<file path="config.mk">
export PLATFORM = sky130hd
export DESIGN_NAME = baud_divisor_search_core
export DESIGN_NICKNAME = d
export VERILOG_FILES = /design/src/hw/rtl/bds_pkg.sv /design/src/hw/rtl/baud_divisor_search_core.sv
export VERILOG_INCLUDE_DIRS = /design/src /design/src/hw/rtl
export SDC_FILE = /design/constraint.sdc
export NUM_CORES = 1
export LEC_CHECK = 0
export CAP_MARGIN = 20
export CORE_ASPECT_RATIO = 2
export CORE_MARGIN = 5
export CORE_UTILIZATION = 35
export CTS_CLUSTER_DIAMETER = 200
export DETAILED_ROUTE_END_ITERATION = 6
export DONT_BUFFER_PORTS = 1
export PLACE_DENSITY = 0.51
export SETUP_SLACK_MARGIN = 0.02
export SLEW_MARGIN = 40
export SYNTH_ARGS = -nofsm -noshare
export SYNTH_HDL_FRONTEND = slang
export SYNTH_SLANG_ARGS = --single-unit
export TNS_END_PERCENT = 100
</file>
<file path="constraint.sdc">
create_clock -name clk -period 13.1 [get_ports clk]
set_input_delay 1.31 -clock clk [delete_from_list [all_inputs] [get_ports clk]]
set_output_delay 1.31 -clock clk [all_outputs]
set_load 0.03 [all_outputs]
</file>
<file path="src/hw/rtl/baud_divisor_search_core_defines.svh">
// ----------------------------------------------------------------------------
// Assertion macros for the baud divisor search core
// Shared forms for the concurrent checks at the end of the top level.
// ----------------------------------------------------------------------------
`ifndef BAUD_DIVISOR_SEARCH_CORE_DEFINES_SVH
`define BAUD_DIVISOR_SEARCH_CORE_DEFINES_SVH

// Same-cycle implication, clocked on clk and disabled during reset.
`define BDS_ASSERT_IMP(label, ante, cons, msg) \
	label: assert property (@(posedge clk) disable iff (!arst_n) (ante) |-> (cons)) \
		else $error(msg);

// Next-cycle implication, clocked on clk and disabled during reset.
`define BDS_ASSERT_NXT(label, ante, cons, msg) \
	label: assert property (@(posedge clk) disable iff (!arst_n) (ante) |=> (cons)) \
		else $error(msg);

`endif

</file>
<file path="src/hw/rtl/bds_pkg.sv">
// ----------------------------------------------------------------------------
// Baud divisor search package
// Widths, microcode codes and the control store of the search sequencer.
// ----------------------------------------------------------------------------
package bds_pkg;

	localparam int PRESCALE_MAX = 256;
	localparam int SRC_W        = 27;
	localparam int BAUD_W       = 24;
	localparam int FRAC_W       = 4;
	localparam int THR_W        = 8;
	localparam int P_W          = $clog2(PRESCALE_MAX + 1);
	localparam int DIV_W        = SRC_W + FRAC_W;
	localparam int CNT_W        = $clog2(DIV_W + 1);
	localparam int PC_W         = 4;
	localparam int ADDR_W       = 3;
	localparam int DATA_W       = 32;

	localparam logic [THR_W-1:0] THR_RESET   = THR_W'(5);
	localparam logic [SRC_W-1:0] MIN_INT_DIV = SRC_W'(3);

	// Datapath actions. An action fires only when the step does not jump.
	localparam logic [3:0] A_NONE    = 4'd0;
	localparam logic [3:0] A_LOAD    = 4'd1;
	localparam logic [3:0] A_DIV_SP  = 4'd2;
	localparam logic [3:0] A_ST_D    = 4'd3;
	localparam logic [3:0] A_DIV_DB  = 4'd4;
	localparam logic [3:0] A_ST_V    = 4'd5;
	localparam logic [3:0] A_DIV_DV  = 4'd6;
	localparam logic [3:0] A_ST_RATE = 4'd7;
	localparam logic [3:0] A_ERR     = 4'd8;
	localparam logic [3:0] A_UPD     = 4'd9;
	localparam logic [3:0] A_INC_P   = 4'd10;
	localparam logic [3:0] A_EMIT    = 4'd11;

	// Jump conditions.
	localparam logic [2:0] C_NEVER     = 3'd0;
	localparam logic [2:0] C_ALWAYS    = 3'd1;
	localparam logic [2:0] C_NO_IN     = 3'd2;
	localparam logic [2:0] C_BAUD_ZERO = 3'd3;
	localparam logic [2:0] C_DIV_BUSY  = 3'd4;
	localparam logic [2:0] C_INT_LOW   = 3'd5;
	localparam logic [2:0] C_P_LAST    = 3'd6;
	localparam logic [2:0] C_OUT_FULL  = 3'd7;

	// Program addresses that are jump targets.
	localparam logic [PC_W-1:0] ST_IDLE = PC_W'(0);
	localparam logic [PC_W-1:0] ST_TRY  = PC_W'(1);
	localparam logic [PC_W-1:0] ST_WD   = PC_W'(2);
	localparam logic [PC_W-1:0] ST_WV   = PC_W'(4);
	localparam logic [PC_W-1:0] ST_WR   = PC_W'(6);
	localparam logic [PC_W-1:0] ST_EMIT = PC_W'(11);

	localparam logic [ADDR_W-1:0] REG_ERROR_THRESHOLD = ADDR_W'(0);

	typedef struct packed {
		logic [3:0]      act;
		logic [2:0]      cond;
		logic [PC_W-1:0] target;
	} ctrl_word_t;

	function automatic ctrl_word_t rom_word(input logic [PC_W-1:0] pc);
		ctrl_word_t w;
		w = '{act: A_NONE, cond: C_ALWAYS, target: ST_IDLE};
		unique case (pc)
			PC_W'(0):  w = '{act: A_LOAD,    cond: C_NO_IN,     target: ST_IDLE};
			PC_W'(1):  w = '{act: A_DIV_SP,  cond: C_BAUD_ZERO, target: ST_EMIT};
			PC_W'(2):  w = '{act: A_ST_D,    cond: C_DIV_BUSY,  target: ST_WD};
			PC_W'(3):  w = '{act: A_DIV_DB,  cond: C_NEVER,     target: ST_IDLE};
			PC_W'(4):  w = '{act: A_ST_V,    cond: C_DIV_BUSY,  target: ST_WV};
			PC_W'(5):  w = '{act: A_DIV_DV,  cond: C_INT_LOW,   target: ST_EMIT};
			PC_W'(6):  w = '{act: A_ST_RATE, cond: C_DIV_BUSY,  target: ST_WR};
			PC_W'(7):  w = '{act: A_ERR,     cond: C_NEVER,     target: ST_IDLE};
			PC_W'(8):  w = '{act: A_UPD,     cond: C_NEVER,     target: ST_IDLE};
			PC_W'(9):  w = '{act: A_INC_P,   cond: C_P_LAST,    target: ST_EMIT};
			PC_W'(10): w = '{act: A_NONE,    cond: C_ALWAYS,    target: ST_TRY};
			PC_W'(11): w = '{act: A_EMIT,    cond: C_OUT_FULL,  target: ST_EMIT};
			PC_W'(12): w = '{act: A_NONE,    cond: C_ALWAYS,    target: ST_IDLE};
			default:   w = '{act: A_NONE,    cond: C_ALWAYS,    target: ST_IDLE};
		endcase
		return w;
	endfunction

endpackage

</file>
<file path="src/hw/rtl/baud_divisor_search_core.sv">
// ----------------------------------------------------------------------------
// Baud divisor search core
// Searches clock prescalers for the best fractional UART baud divisor.
// ----------------------------------------------------------------------------
// Usage: an input transfer carries source_clock_hz and bit_rate on the
// in_valid / in_stall channel. The core takes a transfer only while its
// sequencer sits at its idle step; in_stall is high for the whole search.
// Each input gives exactly one result transfer (prescale, int_divider,
// frac_divider, found) on the out_valid / out_stall channel.
// The search time is set by the shared one-bit-per-cycle restoring
// divider, which runs three 31-step divisions per prescaler under the
// microcode program, for at most 256 prescalers.
// The result sits in an output register, so the next input is taken while
// a result still waits; a search that finishes while the receiver stalls
// holds at its emit step until the earlier result has been taken.
// Reset clears the sequencer and the output valid and sets error_threshold
// to 5. error_threshold is written over the APB port at address 0.
// ----------------------------------------------------------------------------
`include "baud_divisor_search_core_defines.svh"

module baud_divisor_search_core (
	input  logic                       clk,
	input  logic                       arst_n,
	input  logic                       in_valid,
	output logic                       in_stall,
	input  logic [bds_pkg::SRC_W-1:0]  source_clock_hz,
	input  logic [bds_pkg::BAUD_W-1:0] bit_rate,
	output logic                       out_valid,
	input  logic                       out_stall,
	output logic [bds_pkg::P_W-1:0]    prescale,
	output logic [bds_pkg::SRC_W-1:0]  int_divider,
	output logic [bds_pkg::FRAC_W-1:0] frac_divider,
	output logic                       found,
	input  logic                       psel,
	input  logic                       penable,
	input  logic                       pwrite,
	input  logic [bds_pkg::ADDR_W-1:0] paddr,
	input  logic [bds_pkg::DATA_W-1:0] pwdata,
	output logic [bds_pkg::DATA_W-1:0] prdata,
	output logic                       pready
);
	import bds_pkg::*;

	logic [THR_W-1:0]  thr_q;
	logic [PC_W-1:0]   pc_q;
	ctrl_word_t        cw;
	logic              take;
	logic              fire;

	logic [SRC_W-1:0]  src_q;
	logic [BAUD_W-1:0] baud_q;
	logic [P_W-1:0]    p_q;
	logic [SRC_W-1:0]  d_q;
	logic [DIV_W-1:0]  v_q;
	logic [DIV_W-1:0]  rate_q;
	logic [DIV_W-1:0]  err_q;

	logic              have_q;
	logic [P_W-1:0]    best_p_q;
	logic [SRC_W-1:0]  best_int_q;
	logic [FRAC_W-1:0] best_frac_q;
	logic [DIV_W-1:0]  lowest_err_q;

	logic              out_valid_q;
	logic [P_W-1:0]    prescale_q;
	logic [SRC_W-1:0]  int_div_q;
	logic [FRAC_W-1:0] frac_div_q;
	logic              found_q;

	logic [CNT_W-1:0]  div_cnt_q;
	logic [DIV_W-1:0]  quo_q;
	logic [DIV_W-1:0]  rem_q;
	logic [DIV_W-1:0]  dvs_q;
	logic              div_busy;
	logic              div_start;
	logic [DIV_W-1:0]  div_a;
	logic [DIV_W-1:0]  div_b;
	logic [DIV_W:0]    div_sh;
	logic [DIV_W:0]    div_diff;

	logic [DIV_W-1:0]  baud_ext;
	logic [DIV_W-1:0]  err_next;
	logic              better;
	logic              cfg_wr;

	// Configuration port.
	assign pready = 1'b1;
	assign cfg_wr = psel && penable && pwrite &&
		(paddr[ADDR_W-1:2] == REG_ERROR_THRESHOLD[ADDR_W-3:0]);
	assign prdata = (paddr[ADDR_W-1:2] == REG_ERROR_THRESHOLD[ADDR_W-3:0]) ?
		{{(DATA_W-THR_W){1'b0}}, thr_q} : '0;

	always_ff @(posedge clk or negedge arst_n) begin
		if (!arst_n) begin
			thr_q <= THR_RESET;
		end else if (cfg_wr) begin
			thr_q <= pwdata[THR_W-1:0];
		end
	end

	// Sequencer: fetch, evaluate the jump condition, step or jump.
	assign cw       = rom_word(pc_q);
	assign div_busy = (div_cnt_q != '0);

	always_comb begin
		unique case (cw.cond)
			C_NEVER:     take = 1'b0;
			C_ALWAYS:    take = 1'b1;
			C_NO_IN:     take = !in_valid;
			C_BAUD_ZERO: take = (baud_q == '0);
			C_DIV_BUSY:  take = div_busy;
			C_INT_LOW:   take = (v_q[DIV_W-1:FRAC_W] < MIN_INT_DIV);
			C_P_LAST:    take = (p_q == P_W'(PRESCALE_MAX));
			C_OUT_FULL:  take = out_valid_q && out_stall;
			default:     take = 1'b1;
		endcase
	end

	assign fire     = !take;
	assign in_stall = (pc_q != ST_IDLE);

	always_ff @(posedge clk or negedge arst_n) begin
		if (!arst_n) begin
			pc_q <= ST_IDLE;
		end else if (take) begin
			pc_q <= cw.target;
		end else begin
			pc_q <= pc_q + PC_W'(1);
		end
	end

	// Shared restoring divider, one quotient bit per cycle.
	assign div_start = fire && (cw.act == A_DIV_SP || cw.act == A_DIV_DB || cw.act == A_DIV_DV);

	always_comb begin
		unique case (cw.act)
			A_DIV_SP: begin
				div_a = {{(DIV_W-SRC_W){1'b0}}, src_q};
				div_b = {{(DIV_W-P_W){1'b0}}, p_q};
			end
			A_DIV_DB: begin
				div_a = {d_q, {FRAC_W{1'b0}}};
				div_b = {{(DIV_W-BAUD_W){1'b0}}, baud_q};
			end
			default: begin
				div_a = {d_q, {FRAC_W{1'b0}}};
				div_b = v_q;
			end
		endcase
	end

	assign div_sh   = {rem_q, quo_q[DIV_W-1]};
	assign div_diff = div_sh - {1'b0, dvs_q};

	always_ff @(posedge clk or negedge arst_n) begin
		if (!arst_n) begin
			div_cnt_q <= '0;
		end else if (div_start) begin
			div_cnt_q <= CNT_W'(DIV_W);
		end else if (div_busy) begin
			div_cnt_q <= div_cnt_q - CNT_W'(1);
		end
	end

	always_ff @(posedge clk) begin
		if (div_start) begin
			quo_q <= div_a;
			dvs_q <= div_b;
			rem_q <= '0;
		end else if (div_busy) begin
			// The partial remainder stays below the divisor, so it fits DIV_W bits.
			if (!div_diff[DIV_W]) begin
				rem_q <= div_diff[DIV_W-1:0];
				quo_q <= {quo_q[DIV_W-2:0], 1'b1};
			end else begin
				rem_q <= div_sh[DIV_W-1:0];
				quo_q <= {quo_q[DIV_W-2:0], 1'b0};
			end
		end
	end

	// Search datapath.
	assign baud_ext = {{(DIV_W-BAUD_W){1'b0}}, baud_q};
	assign err_next = (baud_ext > rate_q) ? (baud_ext - rate_q) : (rate_q - baud_ext);
	assign better   = !have_q || (err_q < lowest_err_q) ||
		(err_q < {{(DIV_W-THR_W){1'b0}}, thr_q});

	always_ff @(posedge clk) begin
		if (fire) begin
			unique case (cw.act)
				A_LOAD: begin
					src_q  <= source_clock_hz;
					baud_q <= bit_rate;
					p_q    <= P_W'(1);
				end
				A_ST_D:    d_q    <= quo_q[SRC_W-1:0];
				A_ST_V:    v_q    <= quo_q;
				A_ST_RATE: rate_q <= quo_q;
				A_ERR:     err_q  <= err_next;
				A_INC_P:   p_q    <= p_q + P_W'(1);
				default: begin
				end
			endcase
		end
	end

	always_ff @(posedge clk or negedge arst_n) begin
		if (!arst_n) begin
			have_q <= 1'b0;
		end else if (fire && cw.act == A_LOAD) begin
			have_q <= 1'b0;
		end else if (fire && cw.act == A_UPD) begin
			have_q <= 1'b1;
		end
	end

	always_ff @(posedge clk) begin
		if (fire && cw.act == A_LOAD) begin
			best_p_q     <= '0;
			best_int_q   <= '0;
			best_frac_q  <= '0;
			lowest_err_q <= '0;
		end else if (fire && cw.act == A_UPD && better) begin
			best_p_q     <= p_q;
			best_int_q   <= v_q[DIV_W-1:FRAC_W];
			best_frac_q  <= v_q[FRAC_W-1:0];
			lowest_err_q <= err_q;
		end
	end

	// Output register.
	always_ff @(posedge clk or negedge arst_n) begin
		if (!arst_n) begin
			out_valid_q <= 1'b0;
		end else if (fire && cw.act == A_EMIT) begin
			out_valid_q <= 1'b1;
		end else if (!out_stall) begin
			out_valid_q <= 1'b0;
		end
	end

	always_ff @(posedge clk) begin
		if (fire && cw.act == A_EMIT) begin
			prescale_q <= best_p_q;
			int_div_q  <= best_int_q;
			frac_div_q <= best_frac_q;
			found_q    <= have_q;
		end
	end

	assign out_valid    = out_valid_q;
	assign prescale     = prescale_q;
	assign int_divider  = int_div_q;
	assign frac_divider = frac_div_q;
	assign found        = found_q;

	// A new result appears only from the emit step.
	`BDS_ASSERT_IMP(a_emit_src, $rose(out_valid_q), $past(pc_q) == ST_EMIT, "result without emit step")
	// The divider is never restarted while it is still running.
	`BDS_ASSERT_IMP(a_div_free, div_start, !div_busy, "divider restarted while busy")
	// A found result always names a prescaler and a divisor of at least three.
	`BDS_ASSERT_NXT(a_found_ok, fire && cw.act == A_EMIT,
		(found_q == (prescale_q != '0)) && (!found_q || int_div_q >= MIN_INT_DIV),
		"inconsistent found result")

endmodule

</file>
==> out/results.tsv <==
stage	metric	value	unit
timing	fin_skew	0.0153	ns
yosys	synth-seq-area-share	0.531	
yosys	ys_top_cells_by_area	edfxtp_1, dfxtp_1, ha_1	
global_routing	grt_overflow	0	
clock_network	path_clk_slew	0.07	ns
drt	dr.pass1.iters	5	
layout	mostFrequentLayoutCells	edfxtp_1, o21ai_0, a21oi_1	
timing	fmax	219	MHz
run_status	status	completed	
floorplanning	die_w	182	µm
hold_path	worstHoldPathType	flip-flop to flip-flop	
timing	setup_violations	0	
yosys	synth_top_cell_area_share	0.409	
placement	gp_congestion	0.886	
critical_path	worstSetupEndpointType	flip-flop	
floorplanning	die_h	354	µm
clock_network	cts-root-buf	clkbuf_16	
yosys	synth.avg_cell_area	10.4	µm²
timing	slew_headroom	0.459	
clock_network	cts_setup_buffers	0	
floorplanning	core-area	59000	µm²
timing	worstMarginPinSlew	0.811	ns
floorplanning	dieArea	64600	µm²
floorplanning	ioPinCount	169	
floorplanning	initial_core_util	0.352	
critical_path	cp.required	13.41	ns
critical_path	cp_max_fo	15	
layout	final_common_cell	edfxtp_1	
timing	final_hold_viol_count	0	
critical_path	path_class	flip-flop to flip-flop	
clock_network	insertion_delay	0.57	ns
power	finalPower	6.93	mW
global_routing	grt_antenna_before_repair	1	
yosys	syn_inst	1987	
placement	dp_hpwl	47100	µm
power	powerDensity	305	nW/µm²
timing	grt_setup_unrepaired	no	
yosys	synth_cell_types	76	
drt	wl	62100	µm
yosys	yosysWarnings	0	
clock_network	cts_repair_resize_count	0	
power	vdd_drop_max	0.244	mV
drt	ant_nets	0	
power	p_leak	8.67	nW
job	cap_violations	0	
layout	fin_util	0.386	
timing	post-route-min-period	4.56	ns
drt	via_per_inst	5.40	
global_routing	grt_pass1_wl	92900	µm
clock_network	cts_tree	yes	
yosys	synth_top_area_cell	edfxtp_1	
layout	nNetsFinal	2162	
drt	drt-initial-drc-count	1009	
global_routing	grt_pass1_vias	14914	
yosys	synth_area	20800	µm²
layout	fill_cells	5825	
timing	drv_slew	0	
layout	area_growth_syn_to_layout	9.66	%
drt	wl_per_cell	22.7	µm
critical_path	start_kind	flip-flop	
global_routing	grt_max_degree	73	
placement	portBuffers	0	
clock_network	htreeDepth	2	
drt	drc	0	
yosys	ys.flop_type	edfxtp_1	
clock_network	clk_path_buf_depth	3	
layout	drive_above_1_share	0.0695	
critical_path	arrival	4.87	ns
clock_network	ctsHoldBuffers	0	
drt	vias	14805	
timing	fin_crit_sh	0.348	
global_routing	grt_use_total	0.189	
yosys	synth_edf_count	283	
clock_network	clock-sinks	404	
yosys	ys_seq_elements	404	
yosys	synth-async-reset-ratio	0.0470	
clock_network	cts_buffers	38	
floorplanning	num_rows	126	
timing	setup_tns	0	ns
timing	whs	0.424	ns
==> state kept, by name (all words and copies together) (netlist names), 4 cells and up <==
signal        cells
v_q              31
p_q               9
prescale          9
frac_divider      4
d_q              27
rem_q            31
baud_q           24
pc_q              4
quo_q            31
int_divider      27
src_q            27
best_p_q          9
best_int_q       27
err_q            31
div_cnt_q         5
lowest_err_q     31
thr_q             8
best_frac_q       4
dvs_q            31
rate_q           31
==> area by class of cell <==
type | count | area (µm²) | area share
clock buffers | 49 | 1050 | 0.0463
multi-input cells | 1324 | 8720 | 0.383
diodes | 1 | 2.50 | 0.000110
repair buffers | 23 | 186 | 0.00819
well taps | 768 | 961 | 0.0422
flip-flops and latches | 404 | 11000 | 0.484
clock inverters | 21 | 256 | 0.0113
inverters | 150 | 563 | 0.0247
==> per-layer routing <==
layer / global-route usage / wire, µm
met4: 0.121 / 4680
met5: 0 / 0
met3: 0.0216 / 2380
met2: 0.345 / 32000
met1: 0.204 / 23100
==> stage by stage <==
step | setup WS, ns | instances | area (µm²)
2_1_floorplan | 7.59 | 2010 | 20800
3_3_place_gp | 8.42 | 2667 | 21400
3_5_place_dp | 8.61 | 2668 | 21400
4_1_cts | 8.60 | 2738 | 22700
5_1_grt | 8.33 | 2739 | 22800
6_report | 8.54 | 2740 | 22800
==> where the power goes <==
part	internal, mW	switching (mW)
Sequential	2.09	0.458
Combinational	1.20	2.02
Clock	0.644	0.521
==> cells in the mapped netlist, drive strengths merged (31+ instances only) <==
master	instances
xnor2	31
mux2i	54
clkbuf	83
nor2	106
nand2	126
dfxtp	102
o21ai	197
inv	150
ha	125
a21oi	194
a21o	58
xor2	32
buf	49
edfxtp	283
nand3	87
==> worst max-delay path: stages, from the launching register on <==
cell and delay, ns:
edfxtp_1 0.48, inv_1 0.07, ha_1 0.50, a21o_1 0.26, a21oi_1 0.34, a211oi_1 0.14
a21o_1 0.24, o31ai_4 0.67, buf_4 0.34, nand3b_2 0.14, o41a_1 0.48, a2111oi_2 0.38
mux2i_1 0.12, o311a_1 0.12
==> cells by family after synthesis <==
group,Yosys count,synth area share
mux,67,0.0331
compound gates,576,0.166
fa+ha+maj,128,0.0783
buf+inv,282,0.0573
simple gates,465,0.108
xor+xnor,63,0.0266
flops,404,0.531
other cells,2,0.000362
==> path summary, 6_finish.rpt <==
path	startpoint	end	slack, ns	cells past startpoint
worst max-delay path	baud_q[14]	err_q[28]	8.54	13
worst min-delay path	best_p_q[3]	prescale[3]	0.42	0
worst max register to register	baud_q[14]	err_q[28]	8.54	13
worst min register to register	best_p_q[3]	prescale[3]	0.42	0
max in group asynchronous	arst_n	thr_q[0]	12.47	0
min in group asynchronous	arst_n	pc_q[0]	0.43	0
No activity file was read; power rests on OpenSTA's default activity.
